==> src/rtl/rqr_pkg.sv <==
package rqr_pkg;

  localparam logic [1:0] OP_ENQUEUE = 2'd0;
  localparam logic [1:0] OP_DEQUEUE = 2'd1;
  localparam logic [1:0] OP_REMOVE  = 2'd2;

  localparam logic [1:0] ST_OK        = 2'd0;
  localparam logic [1:0] ST_EMPTY     = 2'd1;
  localparam logic [1:0] ST_NOT_FOUND = 2'd2;
  localparam logic [1:0] ST_FULL      = 2'd3;

  localparam int PROC_ID_W = 8;
  localparam int COUNT_W   = 5;

  typedef struct packed {
    logic [1:0]           operation;
    logic [PROC_ID_W-1:0] proc_id;
  } cmd_beat_t;

  typedef struct packed {
    logic [PROC_ID_W-1:0] out_id;
    logic [1:0]           status;
    logic [COUNT_W-1:0]   entry_count;
    logic                 is_empty;
  } res_beat_t;

  typedef struct packed {
    logic commit;
    logic enq;
    logic deq;
    logic rmv;
  } cell_ctl_t;

endpackage

==> src/rtl/ready_queue_with_remove_by_id.sv <==
// The result beat is registered when a command beat is accepted and is valid in the cycle after it.
// Throughput: one command per cycle while results are taken; the output
// register holds a result and stalls new commands only while it waits.
// The match search ripples through the cell chain combinationally in the accept cycle.
// Reset empties the queue and clears the output valid; stored ids stay.
module ready_queue_with_remove_by_id #(
  parameter int CAPACITY = 16,
  parameter int ID_WIDTH = 8
) (
  input  logic               clk,
  input  logic               rst,
  input  logic               cmd_valid,
  output logic               cmd_ready,
  input  rqr_pkg::cmd_beat_t cmd,
  output logic               res_valid,
  input  logic               res_ready,
  output rqr_pkg::res_beat_t res
);
  import rqr_pkg::*;

  localparam int CW   = $clog2(CAPACITY + 1);
  localparam int EXTW = (ID_WIDTH > PROC_ID_W) ? ID_WIDTH : PROC_ID_W;
  localparam int EW   = (CW > COUNT_W) ? CW : COUNT_W;

  logic [CW-1:0]       count;
  logic [CW-1:0]       count_next;
  logic                accept;
  cell_ctl_t           ctl;
  logic [EXTW-1:0]     key_ext;
  logic [ID_WIDTH-1:0] key;
  logic [CAPACITY-1:0] vld;
  logic [ID_WIDTH-1:0] ids  [CAPACITY];
  logic [CAPACITY:0]   hit;
  logic [ID_WIDTH-1:0] take [CAPACITY+1];
  logic [1:0]          status_next;
  logic [EXTW-1:0]     got_ext;
  logic [EW-1:0]       cnt_ext;

  assign cmd_ready = ~res_valid | res_ready;
  assign accept    = cmd_valid & cmd_ready;
  assign key_ext   = EXTW'(cmd.proc_id);
  assign key       = key_ext[ID_WIDTH-1:0];

  assign ctl.commit = accept;
  assign ctl.enq    = (cmd.operation == OP_ENQUEUE);
  assign ctl.deq    = (cmd.operation == OP_DEQUEUE);
  assign ctl.rmv    = (cmd.operation == OP_REMOVE);

  assign hit[0]  = 1'b0;
  assign take[0] = '0;

  for (genvar i = 0; i < CAPACITY; i++) begin : g_cell
    rqr_cell #(
      .ID_WIDTH(ID_WIDTH)
    ) u_cell (
      .clk       (clk),
      .rst       (rst),
      .ctl       (ctl),
      .key       (key),
      .head_take ((i == 0) ? ctl.deq : 1'b0),
      .prev_valid((i == 0) ? 1'b1 : vld[(i == 0) ? 0 : i - 1]),
      .hit_in    (hit[i]),
      .take_in   (take[i]),
      .next_valid((i == CAPACITY - 1) ? 1'b0 : vld[(i == CAPACITY - 1) ? i : i + 1]),
      .next_id   ((i == CAPACITY - 1) ? '0 : ids[(i == CAPACITY - 1) ? i : i + 1]),
      .valid     (vld[i]),
      .id        (ids[i]),
      .hit_out   (hit[i+1]),
      .take_out  (take[i+1])
    );
  end

  always_comb begin
    count_next  = count;
    status_next = ST_OK;
    unique case (cmd.operation)
      OP_ENQUEUE: begin
        if (count == CW'(CAPACITY)) begin
          status_next = ST_FULL;
        end else begin
          count_next = count + CW'(1);
        end
      end
      OP_DEQUEUE: begin
        if (count == '0) begin
          status_next = ST_EMPTY;
        end else begin
          count_next = count - CW'(1);
        end
      end
      OP_REMOVE: begin
        if (hit[CAPACITY]) begin
          count_next = count - CW'(1);
        end else begin
          status_next = ST_NOT_FOUND;
        end
      end
      default: begin
        count_next = count;
      end
    endcase
  end

  assign got_ext = EXTW'(take[CAPACITY]);
  assign cnt_ext = EW'(count_next);

  always_ff @(posedge clk) begin
    if (rst) begin
      count     <= '0;
      res_valid <= 1'b0;
    end else begin
      if (accept) begin
        count     <= count_next;
        res_valid <= 1'b1;
      end else if (res_ready) begin
        res_valid <= 1'b0;
      end
    end
  end

  always_ff @(posedge clk) begin
    if (accept) begin
      res.out_id      <= got_ext[PROC_ID_W-1:0];
      res.status      <= status_next;
      res.entry_count <= cnt_ext[COUNT_W-1:0];
      res.is_empty    <= (count_next == '0);
    end
  end

  a_count_matches_valid: assert property (@(posedge clk) disable iff (rst)
    $countones(vld) == int'(count))
    else $error("entry count differs from occupied cells");

  a_valid_contiguous: assert property (@(posedge clk) disable iff (rst)
    ((vld + CAPACITY'(1)) & vld) == '0)
    else $error("occupied cells are not packed toward the head");

  a_dequeue_shrinks: assert property (@(posedge clk) disable iff (rst)
    (accept && ctl.deq && count != '0) |=> count == $past(count) - CW'(1))
    else $error("dequeue did not shrink the queue");

  a_empty_flag: assert property (@(posedge clk) disable iff (rst)
    (res_valid && res.status == ST_EMPTY) |-> (res.is_empty && res.out_id == '0))
    else $error("empty status without empty queue");

endmodule

==> src/rtl/rqr_cell.sv <==
module rqr_cell #(
  parameter int ID_WIDTH = 8
) (
  input  logic                clk,
  input  logic                rst,
  input  rqr_pkg::cell_ctl_t  ctl,
  input  logic [ID_WIDTH-1:0] key,
  input  logic                head_take,
  input  logic                prev_valid,
  input  logic                hit_in,
  input  logic [ID_WIDTH-1:0] take_in,
  input  logic                next_valid,
  input  logic [ID_WIDTH-1:0] next_id,
  output logic                valid,
  output logic [ID_WIDTH-1:0] id,
  output logic                hit_out,
  output logic [ID_WIDTH-1:0] take_out
);
  import rqr_pkg::*;

  logic match;
  logic shift;
  logic write;

  assign match    = valid & (head_take | (ctl.rmv & (id == key)));
  assign hit_out  = hit_in | match;
  assign take_out = hit_in ? take_in : (match ? id : '0);
  assign shift    = ctl.commit & hit_out;
  assign write    = ctl.commit & ctl.enq & ~valid & prev_valid;

  always_ff @(posedge clk) begin
    if (rst) begin
      valid <= 1'b0;
    end else if (shift) begin
      valid <= next_valid;
    end else if (write) begin
      valid <= 1'b1;
    end
  end

  always_ff @(posedge clk) begin
    if (shift) begin
      id <= next_id;
    end else if (write) begin
      id <= key;
    end
  end

endmodule
==> config.mk <==
export PLATFORM = sky130hd
export DESIGN_NAME = ready_queue_with_remove_by_id
export DESIGN_NICKNAME = d
export VERILOG_FILES = /design/src/rtl/rqr_pkg.sv /design/src/rtl/ready_queue_with_remove_by_id.sv /design/src/rtl/rqr_cell.sv
export SDC_FILE = /design/constraint.sdc
export NUM_CORES = 1
export LEC_CHECK = 0
export ABC_AREA = 1
export BUFFER_PORTS_ARGS = -buffer_cell sky130_fd_sc_hd__buf_2
export CORE_MARGIN = 4
export CORE_UTILIZATION = 55
export DETAILED_ROUTE_END_ITERATION = 16
export MAX_ROUTING_LAYER = met4
export PLACE_DENSITY = 0.75
export SLEW_MARGIN = 20
export SYNTH_ARGS = -nofsm -noshare
export SYNTH_HDL_FRONTEND = slang
export SYNTH_HIERARCHICAL = 1
export SYNTH_SLANG_ARGS = --single-unit
==> constraint.sdc <==
create_clock -name clk -period 18.1 [get_ports clk]
set_clock_uncertainty 0.1 [all_clocks]
set_input_delay 0.905 -clock clk [delete_from_list [all_inputs] [get_ports clk]]
set_output_delay 0.905 -clock clk [all_outputs]
set_load 0.01 [all_outputs]
# Word level (Yosys, flattened, before mapping)
# Index checks and enable logic that the tools add are counted.
[op_classes]
n_div = 0
n_eq_ne = 19
muxes = 100
bitwise = 115
mul = 0
reduce_logical = 20
magnitude_cmp = 0
add_sub_neg = 2
shifts = 0
[op_table]
columns = ["op", "count"]
rows = [
  ["$mux W8", 60],
  ["$eq A8 B8 Y1", 16],
  ["$and A1 B1 Y1", 81],
  ["$mux W1", 33],
  ["$reduce_bool A2 Y1", 16],
  ["$not A1 Y1", 17],
  ["$or A1 B1 Y1", 17],
  ["$mux W5", 3],
  ["$pmux W5 S3", 1],
  ["$logic_not A5 Y1", 2],
  ["$pmux W2 S3", 1],
  ["$add A5 B1 Y5 const B", 1],
  ["$eq A5 B5 Y1 const B", 1],
  ["$sub A5 B1 Y5 const B", 1],
  ["$mux W2", 2],
  ["$eq A2 B1 Y1 const B", 1],
  ["$eq A2 B2 Y1 const B", 1],
  ["$logic_not A2 Y1", 1],
  ["$reduce_or A2 Y1", 1],
]
[word_totals]
input_bits = 14
wordCells = 294
memories = 0
ram_bits = 0
register_bits = 166
output_inout_bits = 18
rom_bits = 0
latch_bits = 0

# Logic depth before layout (Yosys ltp)
[logic_depth]
word_depth = 22
ltp_mapped = 49
ltp_nobuf = 49

# Modules after synthesis
# The synthesis kept the hierarchy.
[by_module_without_submodules]
columns = ["module", "seq_area_each_um2", "instances", "area_per_inst_um2", "cells_each"]
rows = [
  ["rqr_cell", 260.2, 16, 715.7, 97],
  ["ready_queue_with_remove_by_id", 600.6, 1, 1157.4, 125],
]

# Worst setup path after synthesis
# No wires, ideal clock.
[synth_path]
kind = "in2reg"
from = "input cmd[9] (netlist bit)"
to = "register res[0] (netlist bit) (data pin)"
path_buffers = 0
arrival_time_ns = 6.164
slack_ns = 11.585
setup_time_ns = 0.251
stages = 47
path_cell_list = "inv_2 > nor2_2 > inv_1 > a21oi_1 > nand3_1 > nor2_1 > nand2_1 > nand2_2 > nand2_4 > nand2_8 > inv_1 > nand2_8 > inv_1 > nand2_8 > inv_1 > nand2_8 > inv_1 > nand2_8 > (+11 left out) > nand2_8 > inv_1 > nand2_8 > inv_1 > nand2_8 > inv_1 > nand2_8 > inv_1 > nand2_8 > inv_1 > nand2_8 > inv_1 > o21ai_0 > or2_1 > nand3_4 > nor2_2 > nand2_1 > nor2_2"
[synth_rtl]
columns = ["element", "line_no", "rtl"]
rows = [
  ["start, declared", "ready_queue_with_remove_by_id.sv:14", "input rqr_pkg::cmd_beat_t cmd,"],
  ["end, declared", "ready_queue_with_remove_by_id.sv:17", "output rqr_pkg::res_beat_t res"],
]

# Final worst setup path
[layout_path]
from = "input cmd[3] (netlist bit)"
to = "register res[0] (netlist bit) (data pin)"
[layout_between]
elab_chain_cells = 22
elab_cells_between_ends = 67
cone_classes = "eq/ne (16); mux (2); bitwise (48); reduce/logical (1)"
[layout_rtl]
columns = ["element", "line_no", "rtl"]
rows = [
  ["$eq A8 B8 Y1", "rqr_cell.sv:25", "assign match = valid & (head_take | (ctl.rmv & (id == key)));"],
  ["$and A1 B1 Y1", "rqr_cell.sv:25", ""],
  ["$or A1 B1 Y1", "rqr_cell.sv:25", ""],
  ["$and A1 B1 Y1", "rqr_cell.sv:25", ""],
  ["via hit[1]", "ready_queue_with_remove_by_id.sv:33", "logic [CAPACITY:0] hit;"],
  ["$or A1 B1 Y1", "rqr_cell.sv:26", "assign hit_out = hit_in | match;"],
  ["via hit[2]", "ready_queue_with_remove_by_id.sv:33", ""],
  ["$or A1 B1 Y1", "rqr_cell.sv:26", ""],
  ["via hit[3]", "ready_queue_with_remove_by_id.sv:33", ""],
  ["(+1 left out)", "n/a", ""],
  ["via hit[4]", "ready_queue_with_remove_by_id.sv:33", ""],
  ["(+1 left out)", "n/a", ""],
  ["via hit[5]", "ready_queue_with_remove_by_id.sv:33", ""],
  ["(+1 left out)", "n/a", ""],
  ["via hit[6]", "ready_queue_with_remove_by_id.sv:33", ""],
  ["(+1 left out)", "n/a", ""],
  ["via hit[7]", "ready_queue_with_remove_by_id.sv:33", ""],
  ["(+1 left out)", "n/a", ""],
  ["via hit[8]", "ready_queue_with_remove_by_id.sv:33", ""],
  ["(+1 left out)", "n/a", ""],
  ["via hit[9]", "ready_queue_with_remove_by_id.sv:33", ""],
  ["(+1 left out)", "n/a", ""],
  ["via hit[10]", "ready_queue_with_remove_by_id.sv:33", ""],
  ["(+1 left out)", "n/a", ""],
  ["via hit[11]", "ready_queue_with_remove_by_id.sv:33", ""],
  ["(+1 left out)", "n/a", ""],
  ["via hit[12]", "ready_queue_with_remove_by_id.sv:33", ""],
  ["(+1 left out)", "n/a", ""],
  ["via hit[13]", "ready_queue_with_remove_by_id.sv:33", ""],
  ["(+1 left out)", "n/a", ""],
  ["via hit[14]", "ready_queue_with_remove_by_id.sv:33", ""],
  ["$or A1 B1 Y1", "rqr_cell.sv:26", ""],
  ["via hit[15]", "ready_queue_with_remove_by_id.sv:33", ""],
  ["$or A1 B1 Y1", "rqr_cell.sv:26", ""],
  ["via hit[16]", "ready_queue_with_remove_by_id.sv:33", ""],
  ["$mux W5", "ready_queue_with_remove_by_id.sv:92", "if (hit[CAPACITY]) begin"],
  ["$pmux W5 S3", "ready_queue_with_remove_by_id.sv:76", "unique case (cmd.operation)"],
  ["via cnt_ext[3]", "ready_queue_with_remove_by_id.sv:37", "logic [EW-1:0] cnt_ext;"],
  ["$logic_not A5 Y1", "ready_queue_with_remove_by_id.sv:126", "res.is_empty <= (count_next == '0);"],
]
# The timed path passes the listed nets, and every way through them passes these cells.
# A chain may end at the register's enable or synchronous reset.

==> impl_metrics.json <==
{
  "status": "finished clean",
  "place.gp.congestion": 0.913,
  "cp_slowest_stage_delay_ps": 620,
  "start_util_pct": 55.9,
  "synth.top_cells.by_count": "537 x nand2_1, 257 x inv_1, 144 x edfxtp_1, 117 x nor2_1, 96 x o31ai_1",
  "synth-simple-area-share_pct": 34.1,
  "p_seq_share_pct": 43.7,
  "grt_use_total_pct": 25.7,
  "dieArea_um2": 25400,
  "synth_compound_area_share_pct": 14.7,
  "synth.largest_area_cell": "edfxtp_1",
  "postCtsSetupRepairBufs": 0,
  "worstSetupStartpointType": "input pin",
  "internal_power_w": 0.000754,
  "hp-class": "register to register",
  "core_area_um2": 22600,
  "synthXorXnorAreaFrac_pct": 2.36,
  "worstReg2RegStart": "g_cell[0].u_cell/id[7]",
  "drive_gt1_share_pct": 17.1,
  "p_clk_share_pct": 30.7,
  "crit_path_start": "cmd[3]",
  "synth-edff-count": 144,
  "ys.flop_type": "edfxtp_1",
  "maxSlewViolCount": 0,
  "drcViolationCount": 0,
  "die_y_um": 159,
  "final.setup.tns_ps": 0,
  "hold_viol": 0,
  "avgViaCountPerCell": 5.39,
  "cts.sinks": 166,
  "tightestPinTransition_ps": 944,
  "ys_seq_area_share_pct": 37.8,
  "combinationalPowerShare_pct": 25.5,
  "yosysMostFrequentCell": "nand2_1",
  "place_area_um2": 13100,
  "period_share_pct": 43.5,
  "switching_share_pct": 35.9,
  "root_buffer": "clkbuf_16",
  "crit_slowest_cell": "buf_2",
  "rsz0062_at_grt": "false",
  "io_buffers": 31,
  "drt-total-wl_um": 32000,
  "power.leakage_nw": 6.15,
  "drt_iter0_drc": 895,
  "fin_area_um2": 13700,
  "slew_headroom_pct": 37.1,
  "cp_data_arrival_time_ps": 7960,
  "area_growth_pct": 8.37,
  "multi_input_area_um2": 6630,
  "vias": 11000,
  "cts_tree": "done",
  "grt_pass1_vias": 10300,
  "diodes": 0,
  "netlist_area_um2": 12600,
  "synth_fa_ha_area_share_pct": 0.198,
  "drv_cap": 0,
  "netlist.area_leader.share_pct": 34.3,
  "synth_cells": 1677,
  "async_reset_ff_share_pct": 0,
  "clk_latency_ps": 430,
  "rows": 55,
  "regArea_um2": 4760,
  "hold_ws_ps": 420,
  "grt_max_degree": 68,
  "switchingPower_w": 0.000422,
  "min_period_ps": 7870,
  "synth_seq_cells": 166,
  "yosys-top-cells-area": "edfxtp_1 34%, nand2_1 16%, inv_1 7.7%",
  "ir_worst_vdd_uv": 53.0,
  "p_total_w": 0.00118,
  "synth_top_family_by_area": "simple AND/OR/NAND/NOR gates",
  "wl_per_cell_um": 15.7,
  "worstSetupPathType": "input pin to register",
  "clockBufferDepth": 2,
  "grt_overflow_total": 0,
  "fin_nets": 1757,
  "synth_warnings": 6,
  "dr.pass1.iters": 6,
  "setup_viol": 0,
  "cts.hold.buffers_added": 0,
  "htree_levels": 4,
  "ctsResizeCount": 0,
  "required_ps": 18200,
  "cellPowerDensity_nw_per_um2": 86.1,
  "cp-end-kind": "register",
  "cp_max_fo": 32,
  "dp_hpwl_um": 21800,
  "synth_cell_types": 31,
  "clk_pin_slew_worst_paths_ps": 70,
  "num-fill-cells": 2054,
  "ant_nets": 0,
  "grt_first_pass_wirelength_um": 52100,
  "die_x_um": 159,
  "numCtsBuffers": 17,
  "io_pins": 32,
  "fmax_mhz": 127,
  "synth_mux_area_share_pct": 0,
  "antenna_found_initial": 0,
  "hp-start": "res_valid",
  "avgSynthCellArea_um2": 7.52
}
-- state kept, by name, indices dropped and copies added, names as in the netlist --
register	count
count	5
g_cell.u_cell/id	128
g_cell.u_cell/valid	16
res	16
res_valid	1
-- path summary, 6_finish.rpt --
path	cells past startpoint	slack (ps)	endpoint
max	45	10230	res[0]
max reg2reg	47	10870	res[0]
min reg2reg	2	420	res_valid
min	2	420	res_valid
-- power groups by stage --
stage	Combinational [W]	Clock [W]	Sequential, W
5_1_grt	0.000337	0.000385	0.000519
4_1_cts	0.000298	0.000369	0.000513
2_1_floorplan	0.000238	0	0.000509
3_3_place_gp	0.000288	0	0.000521
3_5_place_dp	0.000296	0	0.000521
6_report	0.000300	0.000361	0.000514
-- cells in the final DEF (no fill, tap or decap) --
cell	synthesis	layout
nand2_1	537	537
inv_1	257	256
edfxtp_1	144	144
nor2_1	117	117
o31ai_1	96	96
a21oi_2	80	80
nand3_1	73	73
conb_1	2	39
nor2_2	37	37
nand4_1	37	37
o21ai_0	36	36
inv_2	35	35
nand2_4	33	33
xnor2_1	33	33
buf_2	0	31
a21oi_1	22	22
dfxtp_1	22	22
nand2_2	20	20
clkbuf_16	0	17
o211ai_1	16	16
nand2_8	16	16
nand3b_1	16	16
buf_4	0	10
inv_8	0	7
o21ai_1	4	4
inv_6	0	4
clkinv_4	1	3
nand3_4	2	2
or2_1	2	2
ha_1	2	2
nor2_8	1	1
inv_4	0	1
xor2_1	1	1
nand3_2	1	1
o21bai_1	1	1
clkinv_2	0	1
clkinv_8	0	1
-- routing by layer --
metal	routed length [µm]	share of wire, %	track usage [%]	up-vias
li1	-	-	-	5538
met5	0	0	-	-
met4	666	2.1	7.97	0
met1	14600	46	35.8	4987
met3	2420	7.6	3.91	46
met2	14200	45	39.0	429
-- stage by stage --
stage               setup WS, ps  util, %  instances
global placement           10140     58.0       2007
finish                     10230     60.5       2039
CTS                        10310     60.5       2039
global route                9560     60.5       2039
detailed placement          9900     58.0       2007
floorplan                  11590        -       1714
-- area by class of cell --
| cell class | instances | area share [%] |
|---|---|---|
| Tap cell | 285 | 2.61 |
| Clock buffer | 17 | 3.11 |
| Clock inverter | 15 | 1.12 |
| Inverter | 293 | 8.10 |
| Timing Repair Buffer | 41 | 1.68 |
| Sequential cell | 166 | 34.9 |
| Multi-Input combinational cell | 1222 | 48.5 |
-- logic make-up after synthesis --
logic type / after synthesis
XOR/XNOR: 34
AO/OA/AOI/OAI: 255
other: 2
adder cells (fa/ha/maj): 2
AND/OR/NAND/NOR: 892
buffers and inverters: 326
flip-flops: 166
-- worst max-delay path: cells and delay by family --
| family | cells | cell delay [ps] |
|---|---|---|
| AOI/OAI and AO/OA | 1 | 110 |
| buffers and inverters | 17 | 3790 |
| and+or+nand+nor | 27 | 3080 |
Power figures use the tool's default switching activity.
